[config.mk]
export PLATFORM = sky130hd
export DESIGN_NAME = ipv4_header_parser
export DESIGN_NICKNAME = d
export VERILOG_FILES = /design/src/rtl/ihp_pkg.sv /design/src/rtl/ipv4_header_parser.sv
export SDC_FILE = /design/constraint.sdc
export NUM_CORES = 1
export LEC_CHECK = 0
export ABC_AREA = 1
export BUFFER_PORTS_ARGS = -buffer_cell sky130_fd_sc_hd__clkbuf_2
export CAP_MARGIN = 20
export CORE_ASPECT_RATIO = 0.6
export CORE_MARGIN = 1
export CORE_UTILIZATION = 60
export CTS_BUF_LIST = sky130_fd_sc_hd__clkbuf_4
export CTS_CLUSTER_SIZE = 12
export DETAILED_ROUTE_END_ITERATION = 12
export PLACE_DENSITY_LB_ADDON = 0.3
export SYNTH_ARGS = -nofsm -noshare
export SYNTH_HDL_FRONTEND = slang
export SYNTH_SLANG_ARGS = --single-unit
[constraint.sdc]
create_clock -name clk -period 8.85 [get_ports clk]
set_input_delay 1.77 -clock clk [delete_from_list [all_inputs] [get_ports clk]]
set_output_delay 1.77 -clock clk [all_outputs]
set_load 0.05 [all_outputs]
[src/rtl/ihp_pkg.sv]
// Package for the IPv4 header parser: item structs, status codes and field constants.
// Used by ipv4_header_parser; depends on nothing.
package ihp_pkg;

	localparam int unsigned DefaultMaxPacketBytes = 16384;

	localparam logic [1:0] STATUS_OK        = 2'd0;
	localparam logic [1:0] STATUS_SHORT     = 2'd1;
	localparam logic [1:0] STATUS_BAD_VER   = 2'd2;
	localparam logic [1:0] STATUS_BAD_LEN   = 2'd3;

	localparam logic [3:0] IP_VERSION       = 4'd4;
	localparam logic [5:0] MIN_HEADER_BYTES = 6'd20;
	localparam int unsigned MinCaptureBytes = 10;

	typedef struct packed {
		logic [7:0]  data_byte;
		logic        last_byte;
		logic [13:0] start_offset;
	} ihp_in_t;

	typedef struct packed {
		logic [1:0]  status;
		logic [5:0]  header_length;
		logic [15:0] total_length;
		logic [15:0] identification;
		logic [12:0] fragment_offset;
		logic        more_fragments;
		logic [7:0]  time_to_live;
		logic [7:0]  protocol_number;
		logic [31:0] source_addr;
		logic [31:0] dest_addr;
		logic [14:0] payload_offset;
		logic [15:0] payload_length;
	} ihp_out_t;

endpackage

[src/rtl/ipv4_header_parser.sv]
// IPv4 header parser top level: byte counter, header field capture and result register.
// Depends on ihp_pkg for the item structs and status codes.
//
// Usage:
// The input channel (item_valid, item_stall, item) carries one byte of a captured
// packet per item, with a mark on the packet's last byte. The start_offset field
// is sampled on the first byte of each packet and tells where the IPv4 header
// begins. The output channel (result_valid, result_stall, result) carries exactly
// one result per packet, produced from the marked last byte.
// An accepted item is held in the input register, where the byte counter and
// field capture are updated; a last byte writes the result register as it leaves
// the input register, and the result is offered from there. Throughput is one byte
// per cycle, set by the single input register feeding the capture logic, while no
// last byte waits on a result register that the receiver is stalling.
// Stalls: when the receiver stalls, the pending result stays in the result
// register. Ordinary bytes keep flowing through the capture logic meanwhile; only
// the next last byte waits in the input register, and item_stall is raised.
// Reset clears the counter, all captured fields and both valid flags; the first
// item after reset starts a new packet. Bytes past MAX_PACKET_BYTES are ignored.
module ipv4_header_parser
	import ihp_pkg::*;
#(
	parameter int unsigned MAX_PACKET_BYTES = DefaultMaxPacketBytes
) (
	input  logic     clk,
	input  logic     arst_n,
	input  logic     item_valid,
	output logic     item_stall,
	input  ihp_in_t  item,
	output logic     result_valid,
	input  logic     result_stall,
	output ihp_out_t result
);

	// Counter width holds MAX_PACKET_BYTES itself; CW covers offset plus header length.
	localparam int unsigned POS_W = $clog2(MAX_PACKET_BYTES + 1);
	localparam int unsigned CW    = ((POS_W > 14) ? POS_W : 14) + 1;
	localparam logic [POS_W-1:0] POS_MAX = POS_W'(MAX_PACKET_BYTES);

	// Input register.
	logic    in_valid_s1;
	ihp_in_t in_s1;

	// Result register.
	logic     out_valid_s2;
	ihp_out_t out_s2;

	// Packet state.
	logic [POS_W-1:0] pos_q;
	logic [13:0]      hstart_q;
	logic [7:0]       fhb_q;
	logic [15:0]      len_q;
	logic [15:0]      ident_q;
	logic [15:0]      frag_q;
	logic [7:0]       ttl_q;
	logic [7:0]       proto_q;
	logic [31:0]      src_q;
	logic [31:0]      dst_q;

	logic [POS_W-1:0] pos_n;
	logic [13:0]      hstart_n;
	logic [7:0]       fhb_n;
	logic [15:0]      len_n;
	logic [15:0]      ident_n;
	logic [15:0]      frag_n;
	logic [7:0]       ttl_n;
	logic [7:0]       proto_n;
	logic [31:0]      src_n;
	logic [31:0]      dst_n;

	logic          in_range;
	logic          hit;
	logic [CW-1:0] rel;
	logic          consume;
	logic          load_s1;
	logic          emit;

	logic [CW-1:0] n_ext;
	logic [CW-1:0] o_ext;
	logic [5:0]    hl;
	logic [CW-1:0] pay_off;
	logic [15:0]   declared;
	logic [15:0]   captured;
	ihp_out_t      res;

	// The held byte moves on unless it is a last byte and the result register is
	// still occupied by a result the receiver has not taken.
	assign consume    = in_valid_s1 && (!in_s1.last_byte || !out_valid_s2 || !result_stall);
	assign load_s1    = !in_valid_s1 || consume;
	assign item_stall = !load_s1;
	assign emit       = consume && in_s1.last_byte;

	always_ff @(posedge clk or negedge arst_n) begin
		if (!arst_n) begin
			in_valid_s1 <= 1'b0;
		end else if (load_s1) begin
			in_valid_s1 <= item_valid;
		end
	end

	always_ff @(posedge clk) begin
		if (load_s1 && item_valid) begin
			in_s1 <= item;
		end
	end

	// Position of this byte relative to the header start, and field capture.
	always_comb begin
		hstart_n = (pos_q == '0) ? in_s1.start_offset : hstart_q;
		in_range = pos_q < POS_MAX;
		rel      = CW'(pos_q) - CW'(hstart_n);
		hit      = in_range && (CW'(pos_q) >= CW'(hstart_n));
		pos_n    = in_range ? pos_q + POS_W'(1) : pos_q;

		fhb_n   = fhb_q;
		len_n   = len_q;
		ident_n = ident_q;
		frag_n  = frag_q;
		ttl_n   = ttl_q;
		proto_n = proto_q;
		src_n   = src_q;
		dst_n   = dst_q;

		if (hit) begin
			if (rel == CW'(0)) begin
				fhb_n = in_s1.data_byte;
			end else if (rel == CW'(2) || rel == CW'(3)) begin
				len_n = {len_q[7:0], in_s1.data_byte};
			end else if (rel == CW'(4) || rel == CW'(5)) begin
				ident_n = {ident_q[7:0], in_s1.data_byte};
			end else if (rel == CW'(6) || rel == CW'(7)) begin
				frag_n = {frag_q[7:0], in_s1.data_byte};
			end else if (rel == CW'(8)) begin
				ttl_n = in_s1.data_byte;
			end else if (rel == CW'(9)) begin
				proto_n = in_s1.data_byte;
			end else if (rel >= CW'(12) && rel <= CW'(15)) begin
				src_n = {src_q[23:0], in_s1.data_byte};
			end else if (rel >= CW'(16) && rel <= CW'(19)) begin
				dst_n = {dst_q[23:0], in_s1.data_byte};
			end
		end
	end

	// Header checks and result fields, from the state including this byte.
	always_comb begin
		n_ext    = CW'(pos_n);
		o_ext    = CW'(hstart_n);
		hl       = {fhb_n[3:0], 2'b00};
		pay_off  = o_ext + CW'(hl);
		declared = len_n - 16'(hl);
		captured = 16'(n_ext - pay_off);
		res      = '0;
		if (n_ext < o_ext + CW'(MinCaptureBytes)) begin
			res.status = STATUS_SHORT;
		end else if (fhb_n[7:4] != IP_VERSION || hl < MIN_HEADER_BYTES) begin
			res.status = STATUS_BAD_VER;
		end else if (len_n < 16'(hl) || n_ext < pay_off) begin
			res.status = STATUS_BAD_LEN;
		end else begin
			res.status          = STATUS_OK;
			res.header_length   = hl;
			res.total_length    = len_n;
			res.identification  = ident_n;
			res.fragment_offset = frag_n[12:0];
			res.more_fragments  = frag_n[13];
			res.time_to_live    = ttl_n;
			res.protocol_number = proto_n;
			res.source_addr     = src_n;
			res.dest_addr       = dst_n;
			res.payload_offset  = pay_off[14:0];
			res.payload_length  = (declared < captured) ? declared : captured;
		end
	end

	// Packet state: updated by every consumed byte, cleared after the last one.
	always_ff @(posedge clk or negedge arst_n) begin
		if (!arst_n) begin
			pos_q    <= '0;
			hstart_q <= '0;
			fhb_q    <= '0;
			len_q    <= '0;
			ident_q  <= '0;
			frag_q   <= '0;
			ttl_q    <= '0;
			proto_q  <= '0;
			src_q    <= '0;
			dst_q    <= '0;
		end else if (consume) begin
			if (in_s1.last_byte) begin
				pos_q    <= '0;
				hstart_q <= '0;
				fhb_q    <= '0;
				len_q    <= '0;
				ident_q  <= '0;
				frag_q   <= '0;
				ttl_q    <= '0;
				proto_q  <= '0;
				src_q    <= '0;
				dst_q    <= '0;
			end else begin
				pos_q    <= pos_n;
				hstart_q <= hstart_n;
				fhb_q    <= fhb_n;
				len_q    <= len_n;
				ident_q  <= ident_n;
				frag_q   <= frag_n;
				ttl_q    <= ttl_n;
				proto_q  <= proto_n;
				src_q    <= src_n;
				dst_q    <= dst_n;
			end
		end
	end

	always_ff @(posedge clk or negedge arst_n) begin
		if (!arst_n) begin
			out_valid_s2 <= 1'b0;
		end else if (emit) begin
			out_valid_s2 <= 1'b1;
		end else if (!result_stall) begin
			out_valid_s2 <= 1'b0;
		end
	end

	always_ff @(posedge clk) begin
		if (emit) begin
			out_s2 <= res;
		end
	end

	assign result_valid = out_valid_s2;
	assign result       = out_s2;

	// A result is never overwritten while the receiver is stalling it.
	a_no_overwrite: assert property (@(posedge clk) disable iff (!arst_n)
		out_valid_s2 && result_stall |-> !emit)
		else $error("pending result overwritten");

	// Error results carry zeros in the header length and payload fields.
	a_error_zero: assert property (@(posedge clk) disable iff (!arst_n)
		out_valid_s2 && out_s2.status != STATUS_OK |->
			out_s2.header_length == '0 && out_s2.payload_offset == '0 &&
			out_s2.payload_length == '0)
		else $error("error result has nonzero fields");

	// A good result always has a legal header length.
	a_ok_header: assert property (@(posedge clk) disable iff (!arst_n)
		out_valid_s2 && out_s2.status == STATUS_OK |->
			out_s2.header_length >= MIN_HEADER_BYTES &&
			out_s2.total_length >= 16'(out_s2.header_length))
		else $error("good result with bad header length");

	// The byte counter saturates at the packet limit.
	a_pos_sat: assert property (@(posedge clk) disable iff (!arst_n)
		pos_q <= POS_MAX)
		else $error("byte counter past limit");

	// The input side stalls only when a last byte waits on an occupied result register.
	a_stall_cause: assert property (@(posedge clk) disable iff (!arst_n)
		item_stall |-> in_valid_s1 && in_s1.last_byte && out_valid_s2 && result_stall)
		else $error("input stalled without cause");

endmodule
==> results of run 1 <==
cells in the final DEF, fill, tap and decap left out, drive strengths merged:
master	Yosys	layout
buf	28	27
xor2	47	47
bufinv	0	2
diode	0	5
o221ai	1	1
nor3	21	21
inv	279	281
or3	1	1
edfxtp	186	186
o211ai	1	1
and2	1	1
o31ai	1	1
mux2i	2	2
nand3	114	114
a21oi	44	44
ha	59	59
o41ai	1	1
conb	1	2
a21boi	5	5
nand4	14	14
fa	2	2
o22ai	132	132
o21ai	170	170
nor2	259	259
a211oi	4	4
o21a	3	3
nand3b	2	2
nor3b	1	1
a31oi	1	1
clkinvlp	0	4
nor4	2	2
xnor2	6	6
or2	2	2
clkinv	1	21
dfrtp	165	165
nand2	393	393
o221a	1	1
o21bai	6	6
clkbuf	56	313
final timing paths:
kind / cells after the start / slack (ns) / endpoint
max in group asynchronous: 3 / 5.98 / src_q[17]
max reg2reg: 52 / 0.50 / result[10]
min in group asynchronous: 1 / 0.96 / frag_q[10]
min: 2 / 0.49 / len_q[12]
max: 52 / 0.50 / result[10]
min reg2reg: 2 / 0.49 / len_q[12]
timing repair:
item,in CTS,in global routing
endpoints found under the hold margin,0,0
hold buffers,0,0
resized for setup,0,15
buffers inserted,0,4
setup endpoints to repair,0,136
sequential cells by signal, indices dropped and copies added (netlist names):
name and count:
in_valid_s1 1, in_s1 23, hstart_q 14, frag_q 14, result_valid 1, ttl_q 8, dst_q 32, ident_q 16
fhb_q 8, proto_q 8, pos_q 15, len_q 16, src_q 32, result 163
metrics by stage:
step / power (mW) / setup TNS, ns / instances
floorplan: 2.73 / 0 / 2013
global placement: 3.07 / 0 / 2549
detailed placement: 3.09 / 0 / 2550
CTS: 4.48 / 0 / 2701
global route: 4.72 / -0.0315 / 2708
finish: 4.52 / 0 / 2710
power by group:
part | switching [mW] | leakage, nW | internal [mW]
clock | 0.695 | 0.642 | 0.702
combinational | 0.958 | 5.24 | 0.347
sequential | 0.0345 | 4.09 | 1.78
total | 1.69 | 9.97 | 2.83
area by class of cell:
type	count	share of cell area [%]
Clock buffer	123	4.46
Sequential cell	351	46.9
Multi-Input combinational cell	1298	34.3
Inverter	280	5.14
Antenna cell	5	0.0605
Timing Repair Buffer	217	5.75
Tap cell	408	2.47
Clock inverter	28	0.901
critical path, delay by kind of cell (launching register included):
family / cells / cell delay [ns]
adders and majority gates: 5 / 1.50
xor gates and xnor gates: 1 / 0.31
DFF: 1 / 0.43
AOI/OAI and AO/OA: 7 / 1.35
and+or+nand+nor: 29 / 3.46
buffers and inverters: 10 / 1.07
kinds of logic (layout without fill, tap and decap cells):
| group | after synthesis | after routing | synth area share (%) |
|---|---|---|---|
| AND/OR/NAND/NOR | 810 | 810 | 19.8 |
| XOR/XNOR | 53 | 53 | 2.62 |
| adder cells (fa/ha/maj) | 61 | 61 | 4.26 |
| AO/OA/AOI/OAI | 370 | 370 | 11.7 |
| other | 1 | 7 | 0.0205 |
| flip-flops | 351 | 351 | 53.2 |
| buffers and inverters | 364 | 648 | 8.29 |
| multiplexers | 2 | 2 | 0.110 |
per-layer routing:
layer	up-vias	track usage (%)	wire length [um]
li1	7192	-	-
met5	-	1.77	69
met3	92	10.4	5750
met4	2	9.13	1110
met1	7337	51.4	23500
met2	745	44.6	21100
==> impl_metrics.csv, run 1 <==
group,metric,value,unit
setup_path,cp_slowest_cell,"dfrtp_1",
floorplan,start_util,61.0,%
grt,grt_usage,33.4,%
yosys,synth_top_area_share,30.6,%
final_layout,syn2layout_area_growth,13.3,%
clocking,clk_latency,0.83,ns
yosys,yosysMostFrequentCell,"nand2_1",
placement,gp_congestion,1.01,
yosys,synthCells,2012,
route,antenna_left,0,
pwr,leakagePower,9.97,nW
final_layout,fill_cells,2418,
sta,skew,0.0681,ns
setup_path,cp.arrival,8.92,ns
yosys,synth.largest_area_cell,"edfxtp_1",
sta,slew_violations,0,
pwr,power.density,218,nW/um^2
grt,grt_pass1_wl,77900,um
placement,hpwl,35300,um
yosys,synth_common_cells,"nand2_1 (375), inv_1 (266), nor2_1 (231)",
sta,finalCriticalPeriod,8.35,ns
placement,dp_slack,0.211,ns
final_layout,nNetsFinal,2317,
route,drc,0,
worst_hold_path,min_path_type,"register to register",
sta,slew_headroom,27.3,%
route,wl,51500,um
final_layout,drive_gt1_share,20.0,%
floorplan,rows,49,
floorplan,die_width,227,um
grt,grt_max_degree,97,
sta,worst-slew-pin-transition,1.09,ns
yosys,synth.distinct_cells,56,
route,drt_pass1_iterations,6,
setup_path,startpoint_type,"register",
floorplan,ios,194,
setup_path,crit_path_start,"pos_q[1]",
sta,fmax,120,MHz
pwr,ir_worst_vdd,0.000109,V
yosys,synth_top_flop_cell,"edfxtp_1",
setup_path,crit_path_end_kind,"register",
clocking,numClockSinks,351,
sta,finalSetupViolations,0,
setup_path,critPathMaxFanout,18,
clocking,cts_tree,"done",
floorplan,dieArea,31200,um^2
sta,fin_ws,0.498,ns
route,wl_per_cell,19.0,um
sta,holdWs,0.489,ns
placement,post_dp_cell_area,19500,um^2
setup_path,cp_common_cell,"nand2_1",
grt,grt-ovfl-total,0,
setup_path,max_stage_delay,0.43,ns
floorplan,die_h,137,um
route,first_iter_violations,1758,
yosys,synth_warnings,0,
yosys,syn_area,18300,um^2
placement,port_buffers,191,
grt,antenna_found_initial,4,
grt,first_global_vias,13900,
yosys,synth_area_leaders,"edfxtp_1 (31%), dfrtp_1 (23%), nand2_1 (7.7%), inv_1 (5.5%), nor2_1 (4.7%)",
yosys,yosysSeqAreaShare,53.2,%
final_layout,multi_input_area,7090,um^2
setup_path,required,9.42,ns
final_layout,register_area,9710,um^2
yosys,synth.avg_cell_area,9.08,um^2
run,cap_violations,0,
clocking,cts_buffer_depth,3,
clocking,cts.clk_slew.worst_paths,0.07,ns
yosys,ys_async_sr_fraction,47.0,%
yosys,synth_edf_count,186,
clocking,cts-htree-levels,3,
sta,hold_viol,0,
yosys,ys_seq_elements,351,
clocking,clockRootBuffer,"clkbuf_4",
final_layout,fin_area,20700,um^2
final_layout,final_util,69.2,%
worst_hold_path,min-delay-start,"len_q[12]",
route,via_per_inst,5.67,
route,vias,15400,
outcome,outcome,"finished, final reports clean",
floorplan,coreArea,29900,um^2
setup_path,worstSetupPathType,"register to register",
sta,finalCritPeriodShare,94.4,%
setup_path,rr_startpoint,"pos_q[1]",
clocking,cts-buffers-inserted,81,
Note: power is estimated with default switching activity, not from simulation.
==> run 2, diff against run 1 <==
Settings changed: CORE_UTILIZATION 60 to 55.
Clock period 8.85 ns to 7.4 ns, I/O delays scaled along.
==> run 2 against run 1 <==
Maximum frequency is 17% higher. Clock skew down 0.0062 ns. Clock power rose by 24%. Utilization decreased by 2.5 points. Critical path depth decreased by 3. Clock-buffer cell count is 15 higher. Final area up 4.8%. Sequential power up 19%. Register-to-register slack got worse by 0.21 ns. Sequential share of layout area fell by 2.2 points. Total power is 28% higher. Critical endpoint unchanged. Largest cell class unchanged. Largest power group unchanged.
==> impl_metrics.csv, run 2 (synthesis gave the netlist of run 1 again) <==
group,metric,value,unit
setup_path,cp_common_cell,"nand2_1",
floorplan,rows,51,
final_layout,final_util,66.7,%
setup_path,startpoint_type,"register",
run,cap_violations,0,
grt,grt-ovfl-total,0,
worst_hold_path,min_path_type,"register to register",
placement,post_dp_cell_area,19900,um^2
setup_path,cp_top_family,"simple AND/OR/NAND/NOR gates",
grt,grt_max_degree,105,
setup_path,cp_slowest_cell,"dfrtp_2",
setup_path,max_stage_delay,0.45,ns
route,wl,52700,um
final_layout,register_area,9720,um^2
pwr,ir_worst_vdd,0.000122,V
sta,finalSetupViolations,0,
final_layout,final_cell_mix,"nand2_1 (348), inv_1 (253), nor2_1 (222), clkbuf_2 (190), edfxtp_1 (186)",
floorplan,die_width,237,um
floorplan,die_h,143,um
route,vias,15700,
sta,finalCriticalPeriod,7.11,ns
sta,worst-slew-pin-transition,1.06,ns
final_layout,drive_gt1_share,25.8,%
setup_path,worstSetupPathType,"register to register",
final_layout,multi_input_area,7470,um^2
grt,first_global_vias,14300,
floorplan,dieArea,34000,um^2
route,via_per_inst,5.60,
route,wl_per_cell,18.8,um
route,drc,0,
final_layout,final_common_cell,"nand2_1",
clocking,cts_tree,"done",
setup_path,critPathMaxFanout,7,
clocking,cts.clk_slew.worst_paths,0.08,ns
clocking,clockRootBuffer,"clkbuf_4",
final_layout,fin_area,21700,um^2
route,drt_pass1_iterations,6,
pwr,power,5.78,mW
placement,port_buffers,191,
route,antenna_left,0,
final_layout,largest_reg_flops,163,
grt,grt_pass1_wl,79500,um
final_layout,syn2layout_area_growth,18.8,%
clocking,cts-htree-levels,3,
pwr,power.density,266,nW/um^2
clocking,cts-buffers-inserted,83,
clocking,clk_latency,0.83,ns
sta,skew,0.0619,ns
grt,grt_usage,30.8,%
setup_path,critical_path_buf_inv_count,6,
sta,hold_viol,0,
placement,hpwl,36500,um
setup_path,cp.arrival,7.69,ns
setup_path,required,7.98,ns
setup_path,crit_path_end_kind,"register",
final_layout,nNetsFinal,2384,
clocking,numClockSinks,351,
sta,slew_violations,0,
floorplan,ios,194,
route,first_iter_violations,1786,
outcome,outcome,"finished, final reports clean",
placement,gp_congestion,0.963,
sta,finalCritPeriodShare,96.1,%
clocking,cts_buffer_depth,3,
grt,antenna_found_initial,3,
final_layout,fill_cells,2693,
sta,fmax,141,MHz
sta,slew_headroom,29.4,%
floorplan,coreArea,32500,um^2
pwr,leakagePower,10.4,nW
floorplan,start_util,56.1,%
## run 2: per-layer routing
layer,track usage (%),up-vias,wire [um]
li1,-,7342,-
met1,46.6,7518,24100
met2,42.0,712,21900
met3,8.93,86,5460
met4,9.68,0,1240
met5,0,-,0
## run 2: worst paths after layout
check,slack (ns),cells after the start,startpoint,end
max reg2reg,0.29,49,pos_q[1],result[10]
min in group asynchronous,0.80,1,arst_n,src_q[31]
min,0.49,2,proto_q[2],proto_q[2]
max,0.29,49,pos_q[1],result[10]
min reg2reg,0.49,2,proto_q[2],proto_q[2]
max in group asynchronous,5.14,2,arst_n,ident_q[1]
## run 2: power by group
part | internal, mW | switching, mW | leakage (nW)
registers | 2.13 | 0.0449 | 4.09
clock network | 0.914 | 0.812 | 0.704
logic | 0.607 | 1.27 | 5.63
## run 2: area by class of cell
| cell class | instances | area share (%) |
|---|---|---|
| antenna | 6 | 0.0692 |
| sequential | 351 | 44.8 |
| clock inverter | 18 | 0.605 |
| tap | 424 | 2.44 |
| clock buffer | 138 | 4.77 |
| inverter | 280 | 4.92 |
| timing repair buffer | 282 | 7.96 |
| multi-input combinational | 1298 | 34.4 |
## run 2: repair_timing
action | CTS | global route
pin swaps | 0 | 47
gates resized for setup | 4 | 111
buffers inserted | 0 | 14
endpoints found under the setup margin | 15 | 161
hold buffers | 0 | 0
## run 2: stage by stage
stage,setup slack [ns],cells,hold WS [ns],TNS (ns)
final,0.291,2797,0.491,0
after global routing,-0.175,2796,0.524,-1.95
after CTS,0.0214,2776,0.490,0
after detailed placement,-0.0688,2620,0.471,-0.547
after global placement,0.177,2620,0.464,0
after floorplan,0.0782,2013,0.450,0
## run 2: tightest hold or removal path, stage by stage (launching register included)
cell and delay, ns:
dfrtp_1 0.35, nand2_1 0.05, o21ai_0 0.06
